<file path="src/rtl/nmea_rmc_pkg.sv">
// Shared types, constants and helper functions for the RMC sentence extractor.
package nmea_rmc_pkg;

   // Sentence geometry
   localparam int HDR_LEN              = 6;
   localparam int MAX_SENTENCE_DEFAULT = 128;
   localparam int POS_W                = 7;
   localparam int BYTE_W               = 8;
   localparam int HDR_IDX_W            = 3;

   // Characters of interest
   localparam logic [7:0] CH_DOLLAR = 8'h24;
   localparam logic [7:0] CH_STAR   = 8'h2A;
   localparam logic [7:0] CH_G      = 8'h47;
   localparam logic [7:0] CH_P      = 8'h50;
   localparam logic [7:0] CH_N      = 8'h4E;
   localparam logic [7:0] CH_R      = 8'h52;
   localparam logic [7:0] CH_M      = 8'h4D;
   localparam logic [7:0] CH_C      = 8'h43;
   localparam logic [7:0] CH_0      = 8'h30;
   localparam logic [7:0] CH_9      = 8'h39;
   localparam logic [7:0] CH_UA     = 8'h41;
   localparam logic [7:0] CH_UF     = 8'h46;
   localparam logic [7:0] CH_LA     = 8'h61;
   localparam logic [7:0] CH_LF     = 8'h66;

   localparam logic [HDR_IDX_W-1:0] HDR_LAST_IDX = HDR_IDX_W'(HDR_LEN - 1);
   localparam logic [4:0]           HEX_NONE     = 5'd16;

   // One result descriptor handed from the parser to the output stage
   typedef struct packed {
      logic             hdr;    // start of the six-byte header burst
      logic             gn;     // header talker is GN rather than GP
      logic [7:0]       data;
      logic [POS_W-1:0] pos;
      logic             last;
      logic             abort;
   } res_type;

   // Hex digit value, HEX_NONE when not a hex digit
   function automatic logic [4:0] hex_value(input logic [7:0] c);
      logic [4:0] v;
      v = HEX_NONE;
      if (c >= CH_0 && c <= CH_9) begin
         v = {1'b0, 4'(c - CH_0)};
      end else if (c >= CH_UA && c <= CH_UF) begin
         v = {1'b0, 4'(c - CH_UA + 8'd10)};
      end else if (c >= CH_LA && c <= CH_LF) begin
         v = {1'b0, 4'(c - CH_LA + 8'd10)};
      end
      return v;
   endfunction

   // Header character at a given burst index
   function automatic logic [7:0] hdr_char(input logic [HDR_IDX_W-1:0] idx, input logic gn);
      logic [7:0] c;
      case (idx)
         3'd0:    c = CH_DOLLAR;
         3'd1:    c = CH_G;
         3'd2:    c = gn ? CH_N : CH_P;
         3'd3:    c = CH_R;
         3'd4:    c = CH_M;
         3'd5:    c = CH_C;
         default: c = 8'h00;
      endcase
      return c;
   endfunction

   // XOR of header bytes after the dollar sign
   function automatic logic [7:0] hdr_xor(input logic gn);
      return CH_G ^ (gn ? CH_N : CH_P) ^ CH_R ^ CH_M ^ CH_C;
   endfunction

endpackage

</file>
<file path="src/rtl/nmea_rmc_sentence_extractor_core.sv">
// Top level of the RMC sentence extractor: input register, parser and result stage.
//
// Usage: serial characters enter on the req_ channel, one item per byte.
// While no sentence is open the block hunts for "$GPRMC" or "$GNRMC"; on a
// hit it delivers the six header bytes at positions 0 to 5 on the rsp_
// channel, then every later byte with its position. The item that carries
// a matching "*hh" checksum digit has rsp_last set and the parser clears.
// A sentence that reaches MAX_SENTENCE bytes yields one item with rsp_abort
// set (byte and position zero) and the parser clears.
// An accepted item passes the input register and then the result register
// before it can be taken from rsp_. Throughput: one item per cycle while
// rsp_stall is low and no header burst runs; a header hit puts six result
// items out in turn from the single result register while req_stall holds.
// Reset: synchronous, clears the parser and drops both pipeline registers.
// When rsp_stall is high the result is held; the input register then fills
// and req_stall rises until the result stage frees.
module nmea_rmc_sentence_extractor_core #(
   parameter int MAX_SENTENCE = nmea_rmc_pkg::MAX_SENTENCE_DEFAULT
) (
   input  logic       clock,
   input  logic       reset,
   input  logic       req_valid,
   output logic       req_stall,
   input  logic [7:0] req_in_byte,
   output logic       rsp_valid,
   input  logic       rsp_stall,
   output logic [7:0] rsp_out_byte,
   output logic [6:0] rsp_position,
   output logic       rsp_last,
   output logic       rsp_abort
);
   import nmea_rmc_pkg::*;

   logic       in_vld_ff, in_vld_in;
   logic [7:0] in_byte_ff;
   logic       consume;
   logic       out_free;
   logic       res_vld;
   res_type    res;

   // Input register
   assign consume   = in_vld_ff && out_free;
   assign req_stall = in_vld_ff && !consume;

   always_comb begin
      in_vld_in = in_vld_ff;
      if (req_valid && !req_stall) begin
         in_vld_in = 1'b1;
      end else if (consume) begin
         in_vld_in = 1'b0;
      end
   end

   always_ff @(posedge clock) begin
      if (reset) begin
         in_vld_ff <= 1'b0;
      end else begin
         in_vld_ff <= in_vld_in;
      end
   end

   always_ff @(posedge clock) begin
      if (req_valid && !req_stall) begin
         in_byte_ff <= req_in_byte;
      end
   end

   // Parser
   nmea_rmc_parse #(
      .MAX_SENTENCE (MAX_SENTENCE)
   ) u_parse (
      .clock   (clock),
      .reset   (reset),
      .consume (consume),
      .in_byte (in_byte_ff),
      .res_vld (res_vld),
      .res     (res)
   );

   // Result stage
   nmea_rmc_out u_out (
      .clock        (clock),
      .reset        (reset),
      .load         (consume),
      .res_vld      (res_vld),
      .res          (res),
      .out_free     (out_free),
      .rsp_valid    (rsp_valid),
      .rsp_stall    (rsp_stall),
      .rsp_out_byte (rsp_out_byte),
      .rsp_position (rsp_position),
      .rsp_last     (rsp_last),
      .rsp_abort    (rsp_abort)
   );

   a_stall_needs_item: assert property (@(posedge clock) disable iff (reset)
      req_stall |-> in_vld_ff)
      else $error("stall raised with empty input register");

   a_held_item: assert property (@(posedge clock) disable iff (reset)
      (in_vld_ff && !consume) |=> (in_vld_ff && $stable(in_byte_ff)))
      else $error("unconsumed item lost");

   a_free_moves: assert property (@(posedge clock) disable iff (reset)
      (!rsp_valid && in_vld_ff) |-> consume)
      else $error("input held while result stage empty");

endmodule

</file>
<file path="src/rtl/nmea_rmc_parse.sv">
// Parser state: header hunting window, running XOR, checksum check and fill count.
module nmea_rmc_parse #(
   parameter int MAX_SENTENCE = nmea_rmc_pkg::MAX_SENTENCE_DEFAULT
) (
   input  logic                  clock,
   input  logic                  reset,
   input  logic                  consume,
   input  logic [7:0]            in_byte,
   output logic                  res_vld,
   output nmea_rmc_pkg::res_type res
);
   import nmea_rmc_pkg::*;

   localparam int FILL_W = $clog2(MAX_SENTENCE + 1);

   logic [FILL_W-1:0] fill_ff, fill_in;
   logic [7:0]        xor_ff, xor_in;
   logic [7:0]        prev1_ff, prev1_in;   // previous byte
   logic [7:0]        prev2_ff, prev2_in;   // byte before that
   logic [7:0]        win_ff [HDR_LEN];
   logic [7:0]        win_in [HDR_LEN];

   logic              hdr_ok;
   logic              gn;
   logic [4:0]        hi_val;
   logic [4:0]        lo_val;
   logic              sum_ok;

   // Header compare on the window as it will stand after this byte
   always_comb begin
      for (int i = 0; i < HDR_LEN - 1; i++) begin
         win_in[i] = win_ff[i+1];
      end
      win_in[HDR_LEN-1] = in_byte;
      gn     = (win_in[2] == CH_N);
      hdr_ok = (win_in[0] == CH_DOLLAR) && (win_in[1] == CH_G) &&
               ((win_in[2] == CH_P) || (win_in[2] == CH_N)) &&
               (win_in[3] == CH_R) && (win_in[4] == CH_M) && (win_in[5] == CH_C);
   end

   // Checksum check: '*' two back, two hex digits equal to XOR before the '*'
   always_comb begin
      hi_val = hex_value(prev1_ff);
      lo_val = hex_value(in_byte);
      sum_ok = (prev2_ff == CH_STAR) && !hi_val[4] && !lo_val[4] &&
               ((xor_ff ^ prev1_ff ^ prev2_ff) == {hi_val[3:0], lo_val[3:0]});
   end

   // Next state and result descriptor
   always_comb begin
      fill_in   = fill_ff;
      xor_in    = xor_ff;
      prev1_in  = prev1_ff;
      prev2_in  = prev2_ff;
      res_vld   = 1'b0;
      res.hdr   = 1'b0;
      res.gn    = gn;
      res.data  = in_byte;
      res.pos   = POS_W'(fill_ff);
      res.last  = 1'b0;
      res.abort = 1'b0;
      if (fill_ff < FILL_W'(HDR_LEN)) begin
         // hunting for the header
         fill_in = fill_ff + 1'b1;
         if (fill_ff == FILL_W'(HDR_LEN - 1)) begin
            if (hdr_ok) begin
               fill_in  = FILL_W'(HDR_LEN);
               xor_in   = hdr_xor(gn);
               prev1_in = CH_C;
               prev2_in = CH_M;
               res_vld  = 1'b1;
               res.hdr  = 1'b1;
               res.data = CH_DOLLAR;
               res.pos  = '0;
            end else begin
               fill_in = FILL_W'(HDR_LEN - 1);
            end
         end
      end else if (fill_ff >= FILL_W'(MAX_SENTENCE)) begin
         // overflow: discard the sentence
         res_vld   = 1'b1;
         res.data  = '0;
         res.pos   = '0;
         res.abort = 1'b1;
         fill_in   = '0;
         xor_in    = '0;
         prev1_in  = '0;
         prev2_in  = '0;
      end else begin
         res_vld  = 1'b1;
         res.last = sum_ok;
         if (sum_ok) begin
            fill_in  = '0;
            xor_in   = '0;
            prev1_in = '0;
            prev2_in = '0;
         end else begin
            fill_in  = fill_ff + 1'b1;
            xor_in   = xor_ff ^ in_byte;
            prev1_in = in_byte;
            prev2_in = prev1_ff;
         end
      end
   end

   // State registers
   always_ff @(posedge clock) begin
      if (reset) begin
         fill_ff  <= '0;
         xor_ff   <= '0;
         prev1_ff <= '0;
         prev2_ff <= '0;
      end else if (consume) begin
         fill_ff  <= fill_in;
         xor_ff   <= xor_in;
         prev1_ff <= prev1_in;
         prev2_ff <= prev2_in;
      end
   end

   // Sliding window, only moves while hunting
   always_ff @(posedge clock) begin
      if (consume && (fill_ff < FILL_W'(HDR_LEN))) begin
         win_ff <= win_in;
      end
   end

   a_fill_bound: assert property (@(posedge clock) disable iff (reset)
      fill_ff <= FILL_W'(MAX_SENTENCE))
      else $error("fill count beyond sentence limit");

   a_hdr_pos0: assert property (@(posedge clock) disable iff (reset)
      (res_vld && res.hdr) |-> (fill_ff == FILL_W'(HDR_LEN - 1)))
      else $error("header burst outside hunting");

   a_clear_after_last: assert property (@(posedge clock) disable iff (reset)
      (consume && res_vld && (res.last || res.abort)) |=> (fill_ff == '0))
      else $error("parser not cleared after sentence end");

endmodule

</file>
<file path="src/rtl/nmea_rmc_out.sv">
// Result register with header burst sequencing.
module nmea_rmc_out (
   input  logic                  clock,
   input  logic                  reset,
   input  logic                  load,
   input  logic                  res_vld,
   input  nmea_rmc_pkg::res_type res,
   output logic                  out_free,
   output logic                  rsp_valid,
   input  logic                  rsp_stall,
   output logic [7:0]            rsp_out_byte,
   output logic [6:0]            rsp_position,
   output logic                  rsp_last,
   output logic                  rsp_abort
);
   import nmea_rmc_pkg::*;

   logic                 vld_ff, vld_in;
   logic                 hdr_ff, hdr_in;
   logic                 gn_ff, gn_in;
   logic [HDR_IDX_W-1:0] cnt_ff, cnt_in;
   logic [7:0]           data_ff, data_in;
   logic [POS_W-1:0]     pos_ff, pos_in;
   logic                 last_ff, last_in;
   logic                 abort_ff, abort_in;
   logic                 fire;
   logic                 final_beat;

   assign fire       = vld_ff && !rsp_stall;
   assign final_beat = !hdr_ff || (cnt_ff == HDR_LAST_IDX);
   assign out_free   = !vld_ff || (fire && final_beat);

   // Next value: load a new descriptor, step through the header burst, or drop valid after the final beat
   always_comb begin
      vld_in   = vld_ff;
      hdr_in   = hdr_ff;
      gn_in    = gn_ff;
      cnt_in   = cnt_ff;
      data_in  = data_ff;
      pos_in   = pos_ff;
      last_in  = last_ff;
      abort_in = abort_ff;
      if (load) begin
         vld_in   = res_vld;
         hdr_in   = res.hdr;
         gn_in    = res.gn;
         cnt_in   = '0;
         data_in  = res.data;
         pos_in   = res.pos;
         last_in  = res.last;
         abort_in = res.abort;
      end else if (fire) begin
         if (final_beat) begin
            vld_in = 1'b0;
         end else begin
            cnt_in  = cnt_ff + 1'b1;
            data_in = hdr_char(cnt_ff + 1'b1, gn_ff);
            pos_in  = POS_W'(cnt_ff + 1'b1);
         end
      end
   end

   // Control
   always_ff @(posedge clock) begin
      if (reset) begin
         vld_ff <= 1'b0;
         hdr_ff <= 1'b0;
         cnt_ff <= '0;
      end else begin
         vld_ff <= vld_in;
         hdr_ff <= hdr_in;
         cnt_ff <= cnt_in;
      end
   end

   // Payload
   always_ff @(posedge clock) begin
      gn_ff    <= gn_in;
      data_ff  <= data_in;
      pos_ff   <= pos_in;
      last_ff  <= last_in;
      abort_ff <= abort_in;
   end

   assign rsp_valid    = vld_ff;
   assign rsp_out_byte = data_ff;
   assign rsp_position = pos_ff;
   assign rsp_last     = last_ff;
   assign rsp_abort    = abort_ff;

   a_cnt_bound: assert property (@(posedge clock) disable iff (reset)
      vld_ff |-> (cnt_ff <= HDR_LAST_IDX))
      else $error("header burst index out of range");

   a_last_abort: assert property (@(posedge clock) disable iff (reset)
      vld_ff |-> !(last_ff && abort_ff))
      else $error("last and abort together");

   a_burst_step: assert property (@(posedge clock) disable iff (reset)
      (vld_ff && hdr_ff && !rsp_stall && !final_beat) |=> (vld_ff && (pos_ff == $past(pos_ff) + 1'b1)))
      else $error("header burst did not advance");

endmodule
</file>
<file path="config.mk">
export PLATFORM = sky130hd
export DESIGN_NAME = nmea_rmc_sentence_extractor_core
export DESIGN_NICKNAME = d
export VERILOG_FILES = /design/src/rtl/nmea_rmc_pkg.sv /design/src/rtl/nmea_rmc_sentence_extractor_core.sv /design/src/rtl/nmea_rmc_parse.sv /design/src/rtl/nmea_rmc_out.sv
export SDC_FILE = /design/constraint.sdc
export NUM_CORES = 1
export LEC_CHECK = 0
export ABC_AREA = 1
export BUFFER_PORTS_ARGS = -buffer_cell sky130_fd_sc_hd__buf_2
export CAP_MARGIN = 0
export CORE_MARGIN = 2
export CORE_UTILIZATION = 45
export DETAILED_ROUTE_END_ITERATION = 7
export PLACE_DENSITY = 0.75
export SKIP_CTS_REPAIR_TIMING = 1
export SLEW_MARGIN = 20
export SYNTH_ARGS = -nofsm -noshare
export SYNTH_HDL_FRONTEND = slang
export SYNTH_SLANG_ARGS = --single-unit
</file>
<file path="constraint.sdc">
create_clock -name clock -period 3.1 [get_ports clock]
set_clock_uncertainty 0.2 [all_clocks]
set_input_delay 0.31 -clock clock [delete_from_list [all_inputs] [get_ports clock]]
set_output_delay 0.31 -clock clock [all_outputs]
set_load 0.05 [all_outputs]
</file>
==> results of run 1 <==
[state kept, by name, summed over array words and instances (netlist names), 3 cells and up]
register            count
u_parse.prev2_ff        8
u_parse.prev1_ff        8
u_parse.fill_ff         8
u_out.cnt_ff            3
u_parse.win_ff         40
u_out.rsp_out_byte      8
in_byte_ff              8
u_parse.xor_ff          8
u_out.rsp_position      7
[placed cells by master, fill, tap and decap left out, types with 6 or more instances in the layout]
cell,n
a21oi_1,34
buf_2,30
buf_4,14
clkbuf_16,9
dfxtp_1,38
dlygate4sd3_1,8
edfxtp_1,66
ha_1,17
inv_1,75
nand2_1,94
nand2_2,11
nand3_1,50
nand4_1,20
nor2_1,47
nor3_1,10
o21ai_0,25
xnor2_1,6
xor2_1,17
[stage by stage]
step                worst slack [ps]  cells
detailed placement               261    749
global placement                 475    749
CTS                              246    765
finish                           235    777
global route                    11.7    777
floorplan                        195    583
[where the power goes]
group          switching [µW]  internal, µW  leakage [µW]
clock network             537           728      0.000162
registers                36.6          1530      0.000927
logic                     178          86.1       0.00141
[routing by layer]
layer,GRT usage [%],up-vias
met4,7.72,0
met2,30.5,168
li1,-,2064
met5,0,-
met3,3.64,29
met1,24.1,1933
[area by class of cell]
class,count,share of cell area (%)
tap,143,2.93
clock inverter,7,1.80
inverter,78,4.80
timing repair buffer,53,5.82
sequential,104,44.9
clock buffer,9,3.69
multi-input combinational,383,36.0
[final timing paths]
check / startpoint / end / slack, ps / depth (start not counted)
setup / recovery: in_byte_ff[0] / u_parse.fill_ff[0] / 230 / 18
hold / removal: req_valid / in_vld_ff / -20 / 3
setup reg to reg: in_byte_ff[0] / u_parse.fill_ff[0] / 230 / 18
hold reg to reg: u_parse.win_ff[15] / u_parse.win_ff[23] / 240 / 0
[worst reg2reg max path, stage by stage (launching register included)]
cell and delay, ps:
edfxtp_1 460, buf_4 190, ha_1 210, o21ai_1 180, nand2_1 150, nand2_4 140
nand2_1 70, nand2_2 80, nand2_1 50, nand2_1 70, nand2_1 60, inv_1 50
nand2_1 70, nor2_4 100, nand3_4 240, nand2_2 200, nand2_2 60, nand2_2 110
nor2_1 70
[kinds of logic after synthesis]
family	synth area share [%]
adders and majority gates	4.00
buffers and inverters	7.36
and+or+nand+nor	24.3
DFF	51.5
xor gates and xnor gates	3.78
AOI/OAI and AO/OA	9.05
==> results.yml, run 1 <==
outcome:
  status: "finished, violations left"
  violations: "hold timing"
route:
  wire_per_inst_um: 14.7
  dr_wl_met3_um: 712
  drtPass1Iterations: 6
  drt-total-wl_mm: 11.4
  vias_per_cell: 5.40
  wl_met2_mm: 5.37
  final_antenna_net_count: 0
  top_layer: "met4"
  drc: 0
  vias: 4194
  drtIter0Drc: 378
  wirelength_met1_mm: 5.01
floorplanning:
  dieHeight_um: 113
  die_w_um: 113
  design.core.area_mm2: 0.0115
  start_util_pct: 46.4
  die-area_mm2: 0.0127
  pin_count: 31
  fp-row-count: 39
finish:
  fin_nets: 658
  final_core_util_pct: 53.2
  multi_input_area_mm2: 0.00220
  syn_to_final_growth_pct: 14.6
  final_layout_size_suffix_gt1_share_pct: 15.3
  fill_cells: 960
  finalInstanceArea_mm2: 0.00610
  layout.area.seq_mm2: 0.00274
  diodes: 0
synthesis:
  syn-instance-count: 583
  yosysTopAreaCell: "edfxtp_1"
  synth_enable_flop_cells: 66
  synth_commonest_cells: "nand2_1 (94), inv_1 (75), edfxtp_1 (66)"
  synth.ff_latch_count: 104
  synth_top_area_share_pct: 37.2
  syn_area_mm2: 0.00532
  yosysWarningCount: 0
  seq_area_frac_synth_pct: 51.5
  synth_most_common_cell: "nand2_1"
  synth.net_count: 612
  postSynthAreaPerCell_um2: 9.13
  synth-main-ff-cell: "edfxtp_1"
  async_flop_share_pct: 0
  ys_types: 43
  synth_area_leaders: "edfxtp_1 (37%), dfxtp_1 (14%), nand2_1 (6.6%)"
worst_setup_path:
  worstPathCellList: "buf_4 > ha_1 > o21ai_1 > nand2_1 > nand2_4 > nand2_1 > nand2_2 > nand2_1 > nand2_1 > nand2_1 > inv_1 > nand2_1 > nor2_4 > nand3_4 > nand2_2 > nand2_2 > nand2_2 > nor2_1"
  crit_family: "simple AND/OR/NAND/NOR gates"
  crit_path_start_kind: "flip-flop"
  end_kind: "flip-flop"
  crit_top_cell: "nand2_1"
  critical_path_class: "reg2reg"
  critical_path_required_ps: 3140
  cp_data_arrival_time_ps: 2910
  path_buf_inv: 2
  path_max_fanout: 24
  cp_slowest_cell: "edfxtp_1"
  max_stage_delay_ps: 460
timing:
  period_share_pct: 92.4
  hold_viol_final: 1
  relSlewSlack_pct: 51.8
  drv_slew: 0
  whs_ps: -15.6
  layout_min_cycle_time_ps: 2870
  worst_pin_slew_ps: 723
  setup-tns-final_ps: 0
  rsz0062_at_grt: "no"
  setup_violations: 0
  max_freq_mhz: 349
global_routing:
  grt_pass1_vias: 3897
  grt_antenna_before_repair: 0
  grt-ovfl-total: 0
  grt_max_degree: 42
  grt_pass1_wl_mm: 18.9
  track_usage_pct: 18.5
clock_tree:
  clkSinkCount: 104
  cts_tree: "built"
  clk_latency_ps: 350
  ctsLongestPathBuffers: 2
  path_clk_slew_ps: 70
  h-tree-depth: 3
  cts_buffers: 9
  cts_root_buf: "clkbuf_16"
place:
  gp_congestion: 0.923
  dpl.hpwl_mm: 8.18
  placed_area_mm2: 0.00565
  io_buffer_count: 30
hold_path:
  hold_path_class: "in2reg"
power:
  p_leak_uw: 0.00249
  total_power_uw: 3090
  pwr_density_cell_mw_per_mm2: 507
  peakVddDrop_v: 0.000337
flow_run:
  drv_cap: 0
No activity file was read; power rests on OpenSTA's default activity.
==> inputs of run 2 (changes only) <==
Settings changed: CORE_UTILIZATION 45 to 55, HOLD_SLACK_MARGIN set to 0.12, PLACE_DENSITY 0.75 to 0.87.
==> results.yml, run 2 (synthesized netlist as in run 1, its figures left out) <==
outcome:
  status: "finished, final reports clean"
route:
  vias: 4377
  vias_per_cell: 5.77
  drc: 0
  drtPass1Iterations: 5
  final_antenna_net_count: 0
  wire_per_inst_um: 15.2
  drtIter0Drc: 303
  drt-total-wl_mm: 11.5
power:
  pwr_density_cell_mw_per_mm2: 450
  peakVddDrop_v: 0.000230
  p_leak_uw: 0.00241
worst_setup_path:
  max_stage_delay_ps: 540
  crit_family: "simple AND/OR/NAND/NOR gates"
  cp_slowest_cell: "edfxtp_1"
  path_max_fanout: 24
  r2r_start: "in_byte_ff[1]"
  r2r-end: "u_parse.fill_ff[0]"
  path_buf_inv: 1
  cp_data_arrival_time_ps: 2950
  crit_path_start_kind: "flip-flop"
  end_kind: "flip-flop"
  r2r_slack_ps: 210
  critical_path_class: "reg2reg"
  critical_path_required_ps: 3170
  crit_top_cell: "nand2_1"
  worstPathCellList: "inv_1 > ha_1 > o21ai_1 > nand2_1 > nand2_4 > nand2_1 > nand2_1 > nand2_1 > nand2_1 > nand3_1 > nor2_4 > nand3_4 > nand2_2 > nand2_2 > nand2_2 > nor2_1"
  rr_worst_depth: 16
clock_tree:
  ctsLongestPathBuffers: 2
  path_clk_slew_ps: 110
  cts_buffers: 9
  h-tree-depth: 3
  cts_tree: "built"
  clk_latency_ps: 380
  cts_root_buf: "clkbuf_8"
  clkSinkCount: 104
finish:
  fill_cells: 698
  final_core_util_pct: 63.6
  fin_nets: 654
  fin_cells: 759
  final_layout_size_suffix_gt1_share_pct: 14.6
  diodes: 0
  finalInstanceArea_mm2: 0.00593
  largest_register_ffs: 40
  mostFrequentLayoutCell: "nand2_1"
  regMostFlops: "u_parse.win_ff"
  syn_to_final_growth_pct: 11.4
  layout_common_cells: "nand2_1 (94), inv_1 (75), edfxtp_1 (66)"
global_routing:
  track_usage_pct: 22.6
  grt_antenna_before_repair: 0
  grt_max_degree: 41
  grt_pass1_vias: 4127
  grt_pass1_wl_mm: 18.5
  grt-ovfl-total: 0
floorplanning:
  fp-row-count: 35
  die-area_mm2: 0.0105
  die_w_um: 102
  design.core.area_mm2: 0.00933
  dieHeight_um: 102
  pin_count: 31
  start_util_pct: 57.1
timing:
  setup_violations: 0
  hold_viol_final: 0
  worst_slack_ps: 215
  relSlewSlack_pct: 48.2
  max_freq_mhz: 347
  layout_min_cycle_time_ps: 2890
  worst_pin_slew_ps: 774
  drv_slew: 0
  period_share_pct: 93.1
  setup-tns-final_ps: 0
place:
  io_buffer_count: 30
  gp_congestion: 0.935
  post-place-ws_ps: 287
  dpl.hpwl_mm: 8.25
  dp.cells: 732
  placed_area_mm2: 0.00562
hold_path:
  holdCritStartpoint: "rsp_stall"
  hold_path_end: "u_out.cnt_ff[1]"
  hold-path-cell-count: 3
  hold_path_class: "in2reg"
flow_run:
  drv_cap: 0
-- run 2: changes by cell type in the layout (fill, tap and decap cells not counted), moves of 2 or more --
cell       delta
clkbuf_16     -9
clkbuf_8      +9
buf_4         -5
clkinv_8      +3
bufinv_16     -2
inv_8         -2
-- run 2: metrics by stage --
stage               hold WS, ps  total power (µW)
floorplan                   209              1770
global placement            229              1830
detailed placement          236              1840
CTS                        -107              2660
global route                137              2740
finish                      114              2670
-- run 2: how the worst max path moves through the flow --
stage	from	to	slack, ps	cells past startpoint
floorplan	u_out.cnt_ff[1]	u_out.rsp_out_byte[1]	200	12
global placement	in_byte_ff[0]	u_parse.fill_ff[0]	490	18
detailed placement	in_byte_ff[0]	u_parse.fill_ff[0]	290	18
CTS	in_byte_ff[0]	u_parse.fill_ff[0]	260	18
global route	in_byte_ff[1]	u_parse.fill_ff[0]	-20	16
finish	in_byte_ff[1]	u_parse.fill_ff[0]	210	16
-- run 2: worst reg2reg max path, cell delays in order (launching register included) --
cell	delay, ps
edfxtp_1	540
inv_1	130
ha_1	220
o21ai_1	130
nand2_1	140
nand2_4	150
nand2_1	60
nand2_1	80
nand2_1	60
nand2_1	80
nand3_1	150
nor2_4	170
nand3_4	250
nand2_2	210
nand2_2	60
nand2_2	100
nor2_1	70
-- run 2: per-layer routing --
layer / track usage, % / up-vias / share of wire, %
met5: 0 / - / 0
met4: 11.3 / 0 / 4.0
met3: 4.86 / 43 / 7.3
met2: 38.6 / 219 / 48
met1: 27.0 / 2067 / 40
li1: - / 2048 / -
-- run 2: where the power goes --
part | internal, µW | switching (µW)
Clock | 322 | 520
Combinational | 84.2 | 179
Sequential | 1530 | 38.8
-- run 2: final cells by class --
cell class              instances  area (µm²)  share of cell area, %
multi-input cells             383        2200                   37.1
well taps                     129         161                   2.72
flip-flops and latches        104        2740                   46.2
clock buffers                   9         124                   2.09
clock inverters                 7        85.1                   1.43
inverters                      78         293                   4.94
repair buffers                 49         328                   5.53
